<file path="src/rtl/bfa_pkg.sv">
// Types and constants of the bitmap frame allocator.
`timescale 1ns / 1ps

package bfa_pkg;

    localparam int ROWS       = 8;
    localparam int ROW_BITS   = 64;
    localparam int TOTAL_BITS = ROWS * ROW_BITS;
    localparam int ROW_W      = (ROWS > 1) ? $clog2(ROWS) : 1;
    localparam int BIT_W      = $clog2(ROW_BITS);
    localparam int CNT_W      = $clog2(TOTAL_BITS + 1);

    localparam int POS_W      = 9;
    localparam int IDX_W      = 9;
    localparam int COUNT_W    = 10;

    typedef enum logic [1:0] {
        ACT_ALLOC = 2'd0,
        ACT_FREE  = 2'd1,
        ACT_TEST  = 2'd2,
        ACT_CLEAR = 2'd3
    } action_t;

    typedef enum logic [1:0] {
        ST_OK           = 2'd0,
        ST_NO_SPACE     = 2'd1,
        ST_ALREADY_FREE = 2'd2
    } status_t;

    typedef struct packed {
        action_t            action;
        logic [POS_W-1:0]   position;
    } req_t;

    typedef struct packed {
        status_t            status;
        logic [IDX_W-1:0]   found_index;
        logic               bit_free;
        logic [COUNT_W-1:0] set_count;
    } rsp_t;

    typedef struct packed {
        logic               hit;
        logic [BIT_W-1:0]   bit_idx;
    } find_t;

endpackage

</file>
<file path="src/rtl/bfa_ram.sv">
// Generic single-port-write, single-port-read RAM with registered read data.
`timescale 1ns / 1ps

module bfa_ram #(
    parameter int WIDTH = 64,
    parameter int DEPTH = 8
) (
    input  logic                                      clk,
    input  logic                                      we,
    input  logic [((DEPTH > 1) ? $clog2(DEPTH) : 1)-1:0] waddr,
    input  logic [WIDTH-1:0]                          wdata,
    input  logic [((DEPTH > 1) ? $clog2(DEPTH) : 1)-1:0] raddr,
    output logic [WIDTH-1:0]                          rdata
);

    logic [WIDTH-1:0] mem [DEPTH];

    always_ff @(posedge clk)
    begin
        if (we)
        begin
            mem[waddr] <= wdata;
        end
        rdata <= mem[raddr];
    end

endmodule

</file>
<file path="src/rtl/bfa_find_zero.sv">
// Finds the lowest clear bit of one bitmap row.
`timescale 1ns / 1ps

module bfa_find_zero (
    input  logic [bfa_pkg::ROW_BITS-1:0] row_data,
    output bfa_pkg::find_t               result
);

    import bfa_pkg::*;

    logic [ROW_BITS-1:0] zeros;
    logic [ROW_BITS-1:0] lowest;
    logic [BIT_W-1:0]    idx;

    assign zeros  = ~row_data;
    // Isolate the lowest set bit of the inverted row.
    assign lowest = zeros & (~zeros + ROW_BITS'(1));

    always_comb
    begin
        idx = '0;
        for (int i = 0; i < ROW_BITS; i++)
        begin
            if (lowest[i])
            begin
                idx = idx | BIT_W'(i);
            end
        end
    end

    assign result.hit     = |zeros;
    assign result.bit_idx = idx;

endmodule

</file>
<file path="src/rtl/bitmap_frame_allocator.sv">
// Top level of the bitmap frame allocator: sequencer, row RAM and output register.
`timescale 1ns / 1ps

// The allocation bitmap sits in a RAM of ROWS rows with a registered read. Free is handled as a
// read-modify-write of one row and test as a read of one row: read, modify and write back (free
// only), hand over to the output register; clear only hands over. Allocate reads one row per
// cycle from its start row with wrap-around, at most ROWS rows, and writes back the row in which
// it finds a clear bit. Row valid bits, cleared by reset and by the clear request, make untouched
// rows read as empty, so no clearing pass is needed. A new request is taken only once the
// previous write-back has finished, which keeps reads and writes of the same row apart; a
// finished result may still be waiting in the output register when the next request arrives.
module bitmap_frame_allocator (
    input  logic          clk,
    input  logic          rst_n,
    input  logic          req_valid,
    output logic          req_stall,
    input  bfa_pkg::req_t req_item,
    output logic          rsp_valid,
    input  logic          rsp_stall,
    output bfa_pkg::rsp_t rsp_item
);

    import bfa_pkg::*;

    typedef enum logic [1:0] {
        S_IDLE,
        S_LOOK,
        S_DONE
    } state_t;

    state_t             state_reg, state_next;
    action_t            op_reg, op_next;
    logic [ROW_W-1:0]   row_reg, row_next;
    logic [ROW_W-1:0]   steps_reg, steps_next;
    logic [BIT_W-1:0]   bit_reg, bit_next;
    logic [ROWS-1:0]    valid_reg, valid_next;
    logic [CNT_W-1:0]   count_reg, count_next;
    rsp_t               res_reg, res_next;
    rsp_t               out_reg, out_next;
    logic               out_valid_reg, out_valid_next;

    logic               accept;
    logic [POS_W-1:0]   hint_q;
    logic [ROW_W-1:0]   hint_row;
    logic [POS_W-1:0]   idx_mod;
    logic [ROW_W-1:0]   acc_row;
    logic [BIT_W-1:0]   acc_bit;
    logic [ROW_W-1:0]   scan_row;

    logic               ram_we;
    logic [ROW_W-1:0]   ram_raddr;
    logic [ROW_BITS-1:0] ram_wdata;
    logic [ROW_BITS-1:0] ram_rdata;
    logic [ROW_BITS-1:0] row_data;
    find_t              find;

    assign req_stall = (state_reg != S_IDLE);
    assign accept    = req_valid && !req_stall;

    assign hint_q   = req_item.position / POS_W'(ROW_BITS);
    assign hint_row = ROW_W'(hint_q % POS_W'(ROWS));
    assign idx_mod  = POS_W'(32'(req_item.position) % 32'(TOTAL_BITS));
    assign acc_row  = ROW_W'(idx_mod / POS_W'(ROW_BITS));
    assign acc_bit  = BIT_W'(idx_mod % POS_W'(ROW_BITS));

    assign scan_row = (row_reg == ROW_W'(ROWS - 1)) ? '0 : row_reg + 1'b1;

    // While scanning, the next row is requested before the current one has been judged.
    always_comb
    begin
        if (state_reg == S_IDLE)
        begin
            ram_raddr = (req_item.action == ACT_ALLOC) ? hint_row : acc_row;
        end
        else
        begin
            ram_raddr = scan_row;
        end
    end

    assign row_data = valid_reg[row_reg] ? ram_rdata : '0;

    bfa_ram #(
        .WIDTH (ROW_BITS),
        .DEPTH (ROWS)
    ) u_rows (
        .clk   (clk),
        .we    (ram_we),
        .waddr (row_reg),
        .wdata (ram_wdata),
        .raddr (ram_raddr),
        .rdata (ram_rdata)
    );

    bfa_find_zero u_find (
        .row_data (row_data),
        .result   (find)
    );

    always_comb
    begin
        state_next     = state_reg;
        op_next        = op_reg;
        row_next       = row_reg;
        steps_next     = steps_reg;
        bit_next       = bit_reg;
        valid_next     = valid_reg;
        count_next     = count_reg;
        res_next       = res_reg;
        out_next       = out_reg;
        out_valid_next = out_valid_reg;
        ram_we         = 1'b0;
        ram_wdata      = row_data;

        if (out_valid_reg && !rsp_stall)
        begin
            out_valid_next = 1'b0;
        end

        unique case (state_reg)
            S_IDLE:
            begin
                if (accept)
                begin
                    op_next    = req_item.action;
                    steps_next = '0;
                    bit_next   = acc_bit;
                    row_next   = (req_item.action == ACT_ALLOC) ? hint_row : acc_row;
                    res_next   = '{status: ST_OK, found_index: '0, bit_free: 1'b0,
                                   set_count: COUNT_W'(count_reg)};
                    if (req_item.action == ACT_CLEAR)
                    begin
                        valid_next         = '0;
                        count_next         = '0;
                        res_next.set_count = '0;
                        state_next         = S_DONE;
                    end
                    else
                    begin
                        state_next = S_LOOK;
                    end
                end
            end

            S_LOOK:
            begin
                unique case (op_reg)
                    ACT_ALLOC:
                    begin
                        if (find.hit)
                        begin
                            ram_we                = 1'b1;
                            ram_wdata             = row_data | (ROW_BITS'(1) << find.bit_idx);
                            valid_next[row_reg]   = 1'b1;
                            count_next            = count_reg + 1'b1;
                            res_next.found_index  = IDX_W'(32'(row_reg) * 32'(ROW_BITS)
                                                           + 32'(find.bit_idx));
                            res_next.set_count    = COUNT_W'(count_reg + 1'b1);
                            state_next            = S_DONE;
                        end
                        else if (steps_reg == ROW_W'(ROWS - 1))
                        begin
                            res_next.status = ST_NO_SPACE;
                            state_next      = S_DONE;
                        end
                        else
                        begin
                            row_next   = scan_row;
                            steps_next = steps_reg + 1'b1;
                        end
                    end

                    ACT_FREE:
                    begin
                        if (row_data[bit_reg])
                        begin
                            ram_we              = 1'b1;
                            ram_wdata           = row_data & ~(ROW_BITS'(1) << bit_reg);
                            valid_next[row_reg] = 1'b1;
                            count_next          = count_reg - 1'b1;
                            res_next.set_count  = COUNT_W'(count_reg - 1'b1);
                        end
                        else
                        begin
                            res_next.status = ST_ALREADY_FREE;
                        end
                        state_next = S_DONE;
                    end

                    ACT_TEST:
                    begin
                        res_next.bit_free = !row_data[bit_reg];
                        state_next        = S_DONE;
                    end

                    ACT_CLEAR:
                    begin
                        state_next = S_DONE;
                    end
                endcase
            end

            S_DONE:
            begin
                // Hand the result over once the output register is free or being emptied.
                if (!out_valid_reg || !rsp_stall)
                begin
                    out_next       = res_reg;
                    out_valid_next = 1'b1;
                    state_next     = S_IDLE;
                end
            end

            default:
            begin
                state_next = S_IDLE;
            end
        endcase
    end

    always_ff @(posedge clk or negedge rst_n)
    begin
        if (!rst_n)
        begin
            state_reg     <= S_IDLE;
            op_reg        <= ACT_ALLOC;
            row_reg       <= '0;
            steps_reg     <= '0;
            bit_reg       <= '0;
            valid_reg     <= '0;
            count_reg     <= '0;
            res_reg       <= '0;
            out_reg       <= '0;
            out_valid_reg <= 1'b0;
        end
        else
        begin
            state_reg     <= state_next;
            op_reg        <= op_next;
            row_reg       <= row_next;
            steps_reg     <= steps_next;
            bit_reg       <= bit_next;
            valid_reg     <= valid_next;
            count_reg     <= count_next;
            res_reg       <= res_next;
            out_reg       <= out_next;
            out_valid_reg <= out_valid_next;
        end
    end

    assign rsp_valid = out_valid_reg;
    assign rsp_item  = out_reg;

endmodule

</file>
<file path="config.mk">
export PLATFORM = sky130hd
export DESIGN_NAME = bitmap_frame_allocator
export DESIGN_NICKNAME = d
export VERILOG_FILES = /design/src/rtl/bfa_pkg.sv /design/src/rtl/bfa_ram.sv /design/src/rtl/bfa_find_zero.sv /design/src/rtl/bitmap_frame_allocator.sv
export SDC_FILE = /design/constraint.sdc
export NUM_CORES = 1
export LEC_CHECK = 0
export ABC_AREA = 1
export BUFFER_PORTS_ARGS = -buffer_cell sky130_fd_sc_hd__buf_2
export CAP_MARGIN = 20
export CORE_MARGIN = 3
export CORE_UTILIZATION = 28
export DETAILED_ROUTE_END_ITERATION = 8
export PLACE_DENSITY = 0.42
export SLEW_MARGIN = 20
export SYNTH_ARGS = -nofsm -noshare
export SYNTH_HDL_FRONTEND = slang
export SYNTH_SLANG_ARGS = --single-unit
</file>
<file path="constraint.sdc">
create_clock -name clk -period 12.1 [get_ports clk]
set_input_delay 1.21 -clock clk [delete_from_list [all_inputs] [get_ports clk]]
set_output_delay 1.21 -clock clk [all_outputs]
set_load 0.01 [all_outputs]
</file>
Word level (Yosys, flattened, before mapping)
Memory sizes are Yosys's and may differ from the RTL's. A register that Yosys moved wholly into a read port is not among the register bits.
Index checks and enable logic that the tools add are counted.
{"block": "word_totals", "reg_bits": 79, "ram_bits": 512, "in_bits": 15, "wordCells": 274, "mem_count": 1}
{"name": "u_rows.mem", "words": 8, "word_bits": 64, "read_ports": 1, "rd_ports_with_merged_regs": 1, "write_ports": 1, "line": "bfa_ram.sv:16", "rtl": "logic [WIDTH-1:0] mem [DEPTH];"}
{"block": "op_classes", "add_sub_neg": 6, "magnitude_cmp": 3, "eq_ne": 23, "n_shift": 2, "mux": 193, "n_bitwise": 7, "n_reduce_logical": 23}
{"operator": "64-bit 2-to-1 mux", "n": 9}
{"operator": "6-bit 2-to-1 mux", "n": 34}
{"operator": "64-bit inverter", "n": 3}
{"operator": "64-bit bitwise AND", "n": 2}
{"operator": "64-bit one-hot mux with 2 select lines", "n": 1}
{"operator": "1-bit by 6-bit << shifter with 64-bit output, first input constant", "n": 2}
{"operator": "10-bit 2-to-1 mux", "n": 12}
{"operator": "8-bit 2-to-1 mux", "n": 12}
{"operator": "22-bit 2-to-1 mux", "n": 4}
{"operator": "3-bit 2-to-1 mux", "n": 28}
{"operator": "5-bit 2-to-1 mux", "n": 16}
{"operator": "64-bit by 1-bit adder with 64-bit output, second input constant", "n": 1}
{"operator": "64-bit OR", "n": 1}
{"operator": "64-bit OR reduction", "n": 1}
{"operator": "2-bit 2-to-1 mux", "n": 30}
{"operator": "9-bit 2-to-1 mux", "n": 5}
{"operator": "22-bit one-hot mux with 2 select lines", "n": 1}
{"operator": "10-bit one-hot mux with 2 select lines", "n": 2}
{"operator": "4-bit 2-to-1 mux", "n": 8}
{"operator": "8-bit one-hot mux with 2 select lines", "n": 2}
{"operator": "1-bit 2-to-1 mux", "n": 20}
{"operator": "3-bit inequality test, second input constant", "n": 6}
{"operator": "2-bit inequality test, second input constant", "n": 6}
{"operator": "3-bit one-hot mux with 2 select lines", "n": 2}
{"operator": "30 further kinds", "n": 49}

Longest topological paths before layout
{"block": "depth", "word_depth": 78, "ltp_mapped": 29, "depth_no_buf": 24}

Hierarchy
Synthesis repeated with hierarchy kept, for this count alone.
{"block": "unflattened", "cells_unflattened": 3867, "hier_area_um2": 32459.9}
{"mod": "bfa_ram", "instances": 1, "cells_per_inst": 2294, "area_each_um2": 23657.7, "seq_area_each_um2": 16656.0}
{"mod": "bitmap_frame_allocator", "instances": 1, "cells_per_inst": 1033, "area_each_um2": 6394.9, "seq_area_each_um2": 1726.7}
{"mod": "bfa_find_zero", "instances": 1, "cells_per_inst": 540, "area_each_um2": 2407.3, "seq_area_each_um2": 0.0}

Worst setup path before layout
No wires, ideal clock.
{"block": "synth_path", "kind": "flip-flop to flip-flop", "start": "register row_reg[0]", "end": "memory u_rows.mem[0][0] (enable)", "setup_time_ns": 0.486, "t_arrival_ns": 5.114, "slack_ns": 6.500, "stages_incl_launch_ff": 25, "n_path_buf": 5, "synth_period_minus_slack_ns": 5.600, "path_cell_list": "dfrtp_1 -> buf_6 -> inv_4 -> buf_6 -> nand2_1 -> nand2_1 -> nand2_1 -> nand2_1 -> nand2_2 -> nand2_4 -> buf_12 -> buf_12 -> buf_8 -> nand2_1 -> nand2_1 -> o2111ai_1 -> o211ai_1 -> nand3_1 -> nand3_2 -> nand2_1 -> inv_1 -> nand2_1 -> nand2_1 -> inv_1 -> nor2_1"}
{"block": "synth_via", "elab_chain_cells": 13}
{"element": "start, declared", "line": "bitmap_frame_allocator.sv:33", "rtl": "logic [ROW_W-1:0] row_reg, row_next;"}
{"element": "start signal, assigned", "line": "bitmap_frame_allocator.sv:240", "rtl": "row_reg <= row_next;"}
{"element": "1-bit binary-select mux with 3-bit select", "line": "bitmap_frame_allocator.sv:81", "rtl": "assign row_data = valid_reg[row_reg] ? ram_rdata : '0;"}
{"element": "1-bit 2-to-1 mux (not written as such)", "line": "bitmap_frame_allocator.sv:81"}
{"element": "64-bit 2-to-1 mux", "line": "bitmap_frame_allocator.sv:81"}
{"element": "1-bit binary-select mux with 6-bit select or 64-bit inverter (tied branches)", "line": "bitmap_frame_allocator.sv:175, bfa_find_zero.sv:15"}
{"element": "1-bit 2-to-1 mux (not written as such) or 64-bit OR reduction (tied branches)", "line": "bitmap_frame_allocator.sv:175, bfa_find_zero.sv:31"}
{"element": "1-bit 2-to-1 mux (on tied branches)", "line": "bitmap_frame_allocator.sv:175, bitmap_frame_allocator.sv:150"}
{"element": "1-bit 2-to-1 mux", "line": "bitmap_frame_allocator.sv:147", "rtl": "unique case (op_reg)"}
{"element": "1-bit 2-to-1 mux", "line": "bitmap_frame_allocator.sv:120", "rtl": "unique case (state_reg)"}
{"element": "1-bit one-hot mux with 2 select lines", "line": "bitmap_frame_allocator.sv:147"}
{"element": "1-bit 2-to-1 mux (2 in a row)", "line": "bitmap_frame_allocator.sv:120"}
{"element": "1-bit 2-to-1 mux", "line": "bfa_ram.sv:20", "rtl": "if (we)"}
{"element": "1-bit 2-to-1 mux (not written as such)", "line": "bfa_ram.sv:22", "rtl": "mem[waddr] <= wdata;"}
{"element": "end, declared", "line": "bfa_ram.sv:16"}
Parallel ways exist; a longest one is shown, timed or not. The select of a mux whose other input is x is not followed.

Worst setup path in the final report
{"block": "layout_path", "start": "register row_reg[0]", "end": "memory u_rows.mem[2][23] (enable)"}
Same word-level chain as after synthesis.

==> results.py <==
metrics = {
    "outcome": {
        "outcome": "finished clean",
    },
    "worst_setup_path": {
        "cpLargestDelayFamily": "simple AND/OR/NAND/NOR gates",
        "cp_num_buf_inv": 5,
        "arrival_ps": 6380,
        "critPathKind": "register to register",
        "crit_path_frequent_cell": "nand2_1",
        "worstPathRequired_ps": 12370,
        "critPathMaxStageDelay_ps": 790,
        "crit_path_end_kind": "register",
        "crit_slowest_cell": "buf_4",
        "path_max_fanout": 74,
        "reg2reg_setup_slack_ps": 5990,
        "worstPathCellList": "inv_4, nand2_1, nand2_1, nand2_1, nand2_1, nand2_2, nand2_4, buf_4, nand3_1, nor2_4, nand2_2, nor2_8, nand4_4, nor2_4, nand2_1, nor2_2, nand2_2, nand2_2, nand2_1, inv_1, nor2_4, buf_4, buf_4",
        "cp-start-kind": "register",
    },
    "worst_hold_path": {
        "hp-class": "register to register",
    },
    "sta": {
        "hold_viol_final": 0,
        "report.final.slew_viol_count": 0,
        "max-slew-margin-rel_pct": 26.6,
        "timing.setup.tns_ps": 0,
        "finalSetupViolCount": 0,
        "fin_skew_ps": 21.0,
        "rsz0062_at_grt": "false",
        "min_period_ps": 6110,
        "period_share_pct": 50.5,
        "clock.fmax_mhz": 164,
        "worstMarginPinSlew_ps": 1100,
    },
    "finish": {
        "syn_to_final_growth_pct": 13.5,
        "fill_cells": 10800,
        "largest_reg_flops": 512,
        "register_area_mm2": 0.0184,
        "layout-drive-gt1-share_pct": 11.4,
        "fin_cells": 4443,
        "multi_input_area_mm2": 0.0104,
        "top_register": "u_rows.mem",
        "layout.nets": 3017,
    },
    "synthesis": {
        "synth.area.mux_share_pct": 0.224,
        "yosys.cell_types.count": 55,
        "synthCells": 2982,
        "synth_largest_area_cell": "edfxtp_1",
        "synth.yosys.warnings": 0,
        "synth_edf_count": 512,
        "syn-cell-area_mm2": 0.0302,
        "synth_compound_area_share_pct": 15.1,
        "ys_top_cells_by_area": "edfxtp_1 (51%), dfrtp_1 (5.7%), o21ai_0 (5.5%)",
        "synth_top_family_by_area": "simple AND/OR/NAND/NOR gates",
        "yosys_register_bits": 645,
        "synth_top_flop_cell": "edfxtp_1",
        "synth.top_cell.area_share_pct": 50.9,
        "ys_seq_area_share_pct": 60.9,
        "synthAdderAreaFrac_pct": 0.564,
        "avgSynthCellArea_um2": 10.1,
        "synthXorXnorAreaFrac_pct": 0.0580,
        "syn_nets": 3010,
        "async_flop_share_pct": 10.7,
        "synth-simple-area-share_pct": 18.3,
    },
    "routing": {
        "wl_met2_um": 51500,
        "drt_pass1_iterations": 5,
        "wl_met3_um": 5190,
        "via_per_inst": 5.20,
        "drt_iter0_markers": 2052,
        "drc": 0,
        "drt_wl_total_um": 110000,
        "wire_per_inst_um": 24.8,
        "routed.top_layer": "met4",
        "final_antenna_net_count": 0,
        "drt-met1-wl_um": 50400,
        "vias": 23100,
    },
    "job": {
        "drv_cap": 0,
    },
    "place": {
        "post-dp-hpwl_um": 73900,
        "dp.cells": 4303,
        "io_buffer_count": 38,
        "place.gp.congestion": 0.994,
    },
    "floorplanning": {
        "rows": 119,
        "die_y_um": 334,
        "io_pins": 39,
        "die_area_mm2": 0.112,
        "start_util_pct": 28.4,
        "core_mm2": 0.106,
        "die_w_um": 334,
    },
    "grt": {
        "antenna_found_initial": 1,
        "grt_pass1_vias": 22700,
        "grt.overflow.total": 0,
        "grt_pass1_wl_um": 161000,
        "grt_max_degree": 99,
        "grt_util_all_layers_pct": 19.4,
    },
    "clock_tree": {
        "tritoncts": "done",
        "cts.sinks": 645,
        "clk_pin_slew_worst_paths_ps": 60,
        "clock_latency_ps": 640,
        "cts-root-buf": "clkbuf_16",
        "clockBufferDepth": 3,
        "postCtsSetupBuffers": 0,
        "cts_resized": 0,
        "cts_buffers": 75,
        "postCtsHoldBufs": 0,
        "htree_levels": 3,
    },
    "pwr": {
        "leakage_uw": 0.0126,
        "pwr_density_cell_mw_per_mm2": 275,
        "max-vdd-ir-drop_v": 0.000136,
    },
}
[placed cells by master, fill, tap and decap left out, types with 77 or more instances in the layout]
cell type    n
a21oi_1     80
nand3_1    187
o21bai_1   128
edfxtp_1   512
inv_1      179
clkbuf_16   78
o22ai_1     77
nor2_1     420
nand2_1    370
o21ai_0    330
[kinds of logic (layout without fill, tap and decap cells)]
family / Yosys count / count (layout)
flops: 645 / 645
mux: 6 / 6
other cells: 0 / 2
xor+xnor: 2 / 2
simple gates: 1193 / 1193
fa+ha+maj: 13 / 13
compound gates: 766 / 766
buf+inv: 357 / 425
[worst paths after layout]
| path | depth (start not counted) | to | startpoint |
|---|---|---|---|
| max | 23 | u_rows.mem[2][23] | row_reg[0] |
| min | 2 | res_reg[21] | res_reg[21] |
| max reg2reg | 23 | u_rows.mem[2][23] | row_reg[0] |
| min reg2reg | 2 | res_reg[21] | res_reg[21] |
| max in group asynchronous | 2 | valid_reg[4] | rst_n |
| min in group asynchronous | 1 | steps_reg[1] | rst_n |
[metal layers]
metal | GRT usage, % | up-vias
met5 | 0 | -
met2 | 31.7 | 713
li1 | - | 10700
met3 | 2.31 | 167
met4 | 6.44 | 0
met1 | 26.7 | 11500
[power by group]
| part | internal [uW] | total [uW] | switching (uW) |
|---|---|---|---|
| Combinational | 1050 | 3990 | 2940 |
| Sequential | 3000 | 3280 | 277 |
| Clock | 1260 | 2150 | 890 |
[worst register-to-register path, stage by stage, from the launching register on]
cell and delay, ps:
dfrtp_1 530, inv_4 190, nand2_1 70, nand2_1 50, nand2_1 50, nand2_1 90, nand2_2 70, nand2_4 390
buf_4 800, nand3_1 540, nor2_4 270, nand2_2 120, nor2_8 230, nand4_4 160, nor2_4 200, nand2_1 90
nor2_2 120, nand2_2 160, nand2_2 240, nand2_1 80, inv_1 480, nor2_4 30, buf_4 280, buf_4 410
[metrics by stage]
| stage | utilization, % | power [uW] | cell area, um^2 | setup slack [ps] | hold WS, ps |
|---|---|---|---|---|---|
| 2_1_floorplan | - | 5830 | 30200 | 6500 | 438 |
| 3_3_place_gp | 30.0 | 7320 | 31900 | 6030 | 465 |
| 3_5_place_dp | 30.0 | 7350 | 31900 | 5910 | 462 |
| 4_1_cts | 32.3 | 9540 | 34300 | 5970 | 477 |
| 5_1_grt | 32.3 | 10000 | 34300 | 5530 | 496 |
| 6_report | 32.3 | 9420 | 34300 | 5990 | 474 |
[cells in the mapped netlist, types with 3 or more instances]
master       n
edfxtp_1   512
nor2_1     434
nand2_1    371
o21ai_0    332
nand3_1    187
inv_1      181
clkbuf_1   138
o21bai_1   128
a21oi_1     80
o22ai_1     77
a31oi_1     75
dfrtp_1     69
dfxtp_1     64
nor3_1      31
nand4_1     29
nor2_2      29
nand3_2     28
nand2_2     23
nor4_1      22
o211ai_1    20
o221ai_1    19
nor2_4      15
ha_1        12
inv_2       12
buf_6       11
o2111ai_1   10
a31o_2       7
mux2_2       6
o21ai_1      6
a211oi_1     4
buf_1        4
clkinv_1     4
nand3b_1     4
a22oi_1      3
nand2_4      3
nand3_4      3
nand4_4      3
or2_2        3
[layout make-up]
cell class	instances	area share [%]
Multi-Input combinational cell	1980	30.5
Clock inverter	29	0.690
Tap cell	1391	5.08
Clock buffer	109	6.18
Inverter	198	2.21
Timing Repair Buffer	89	1.67
Antenna cell	2	0.0146
Sequential cell	645	53.7
No activity file was read; power rests on OpenSTA's default activity.
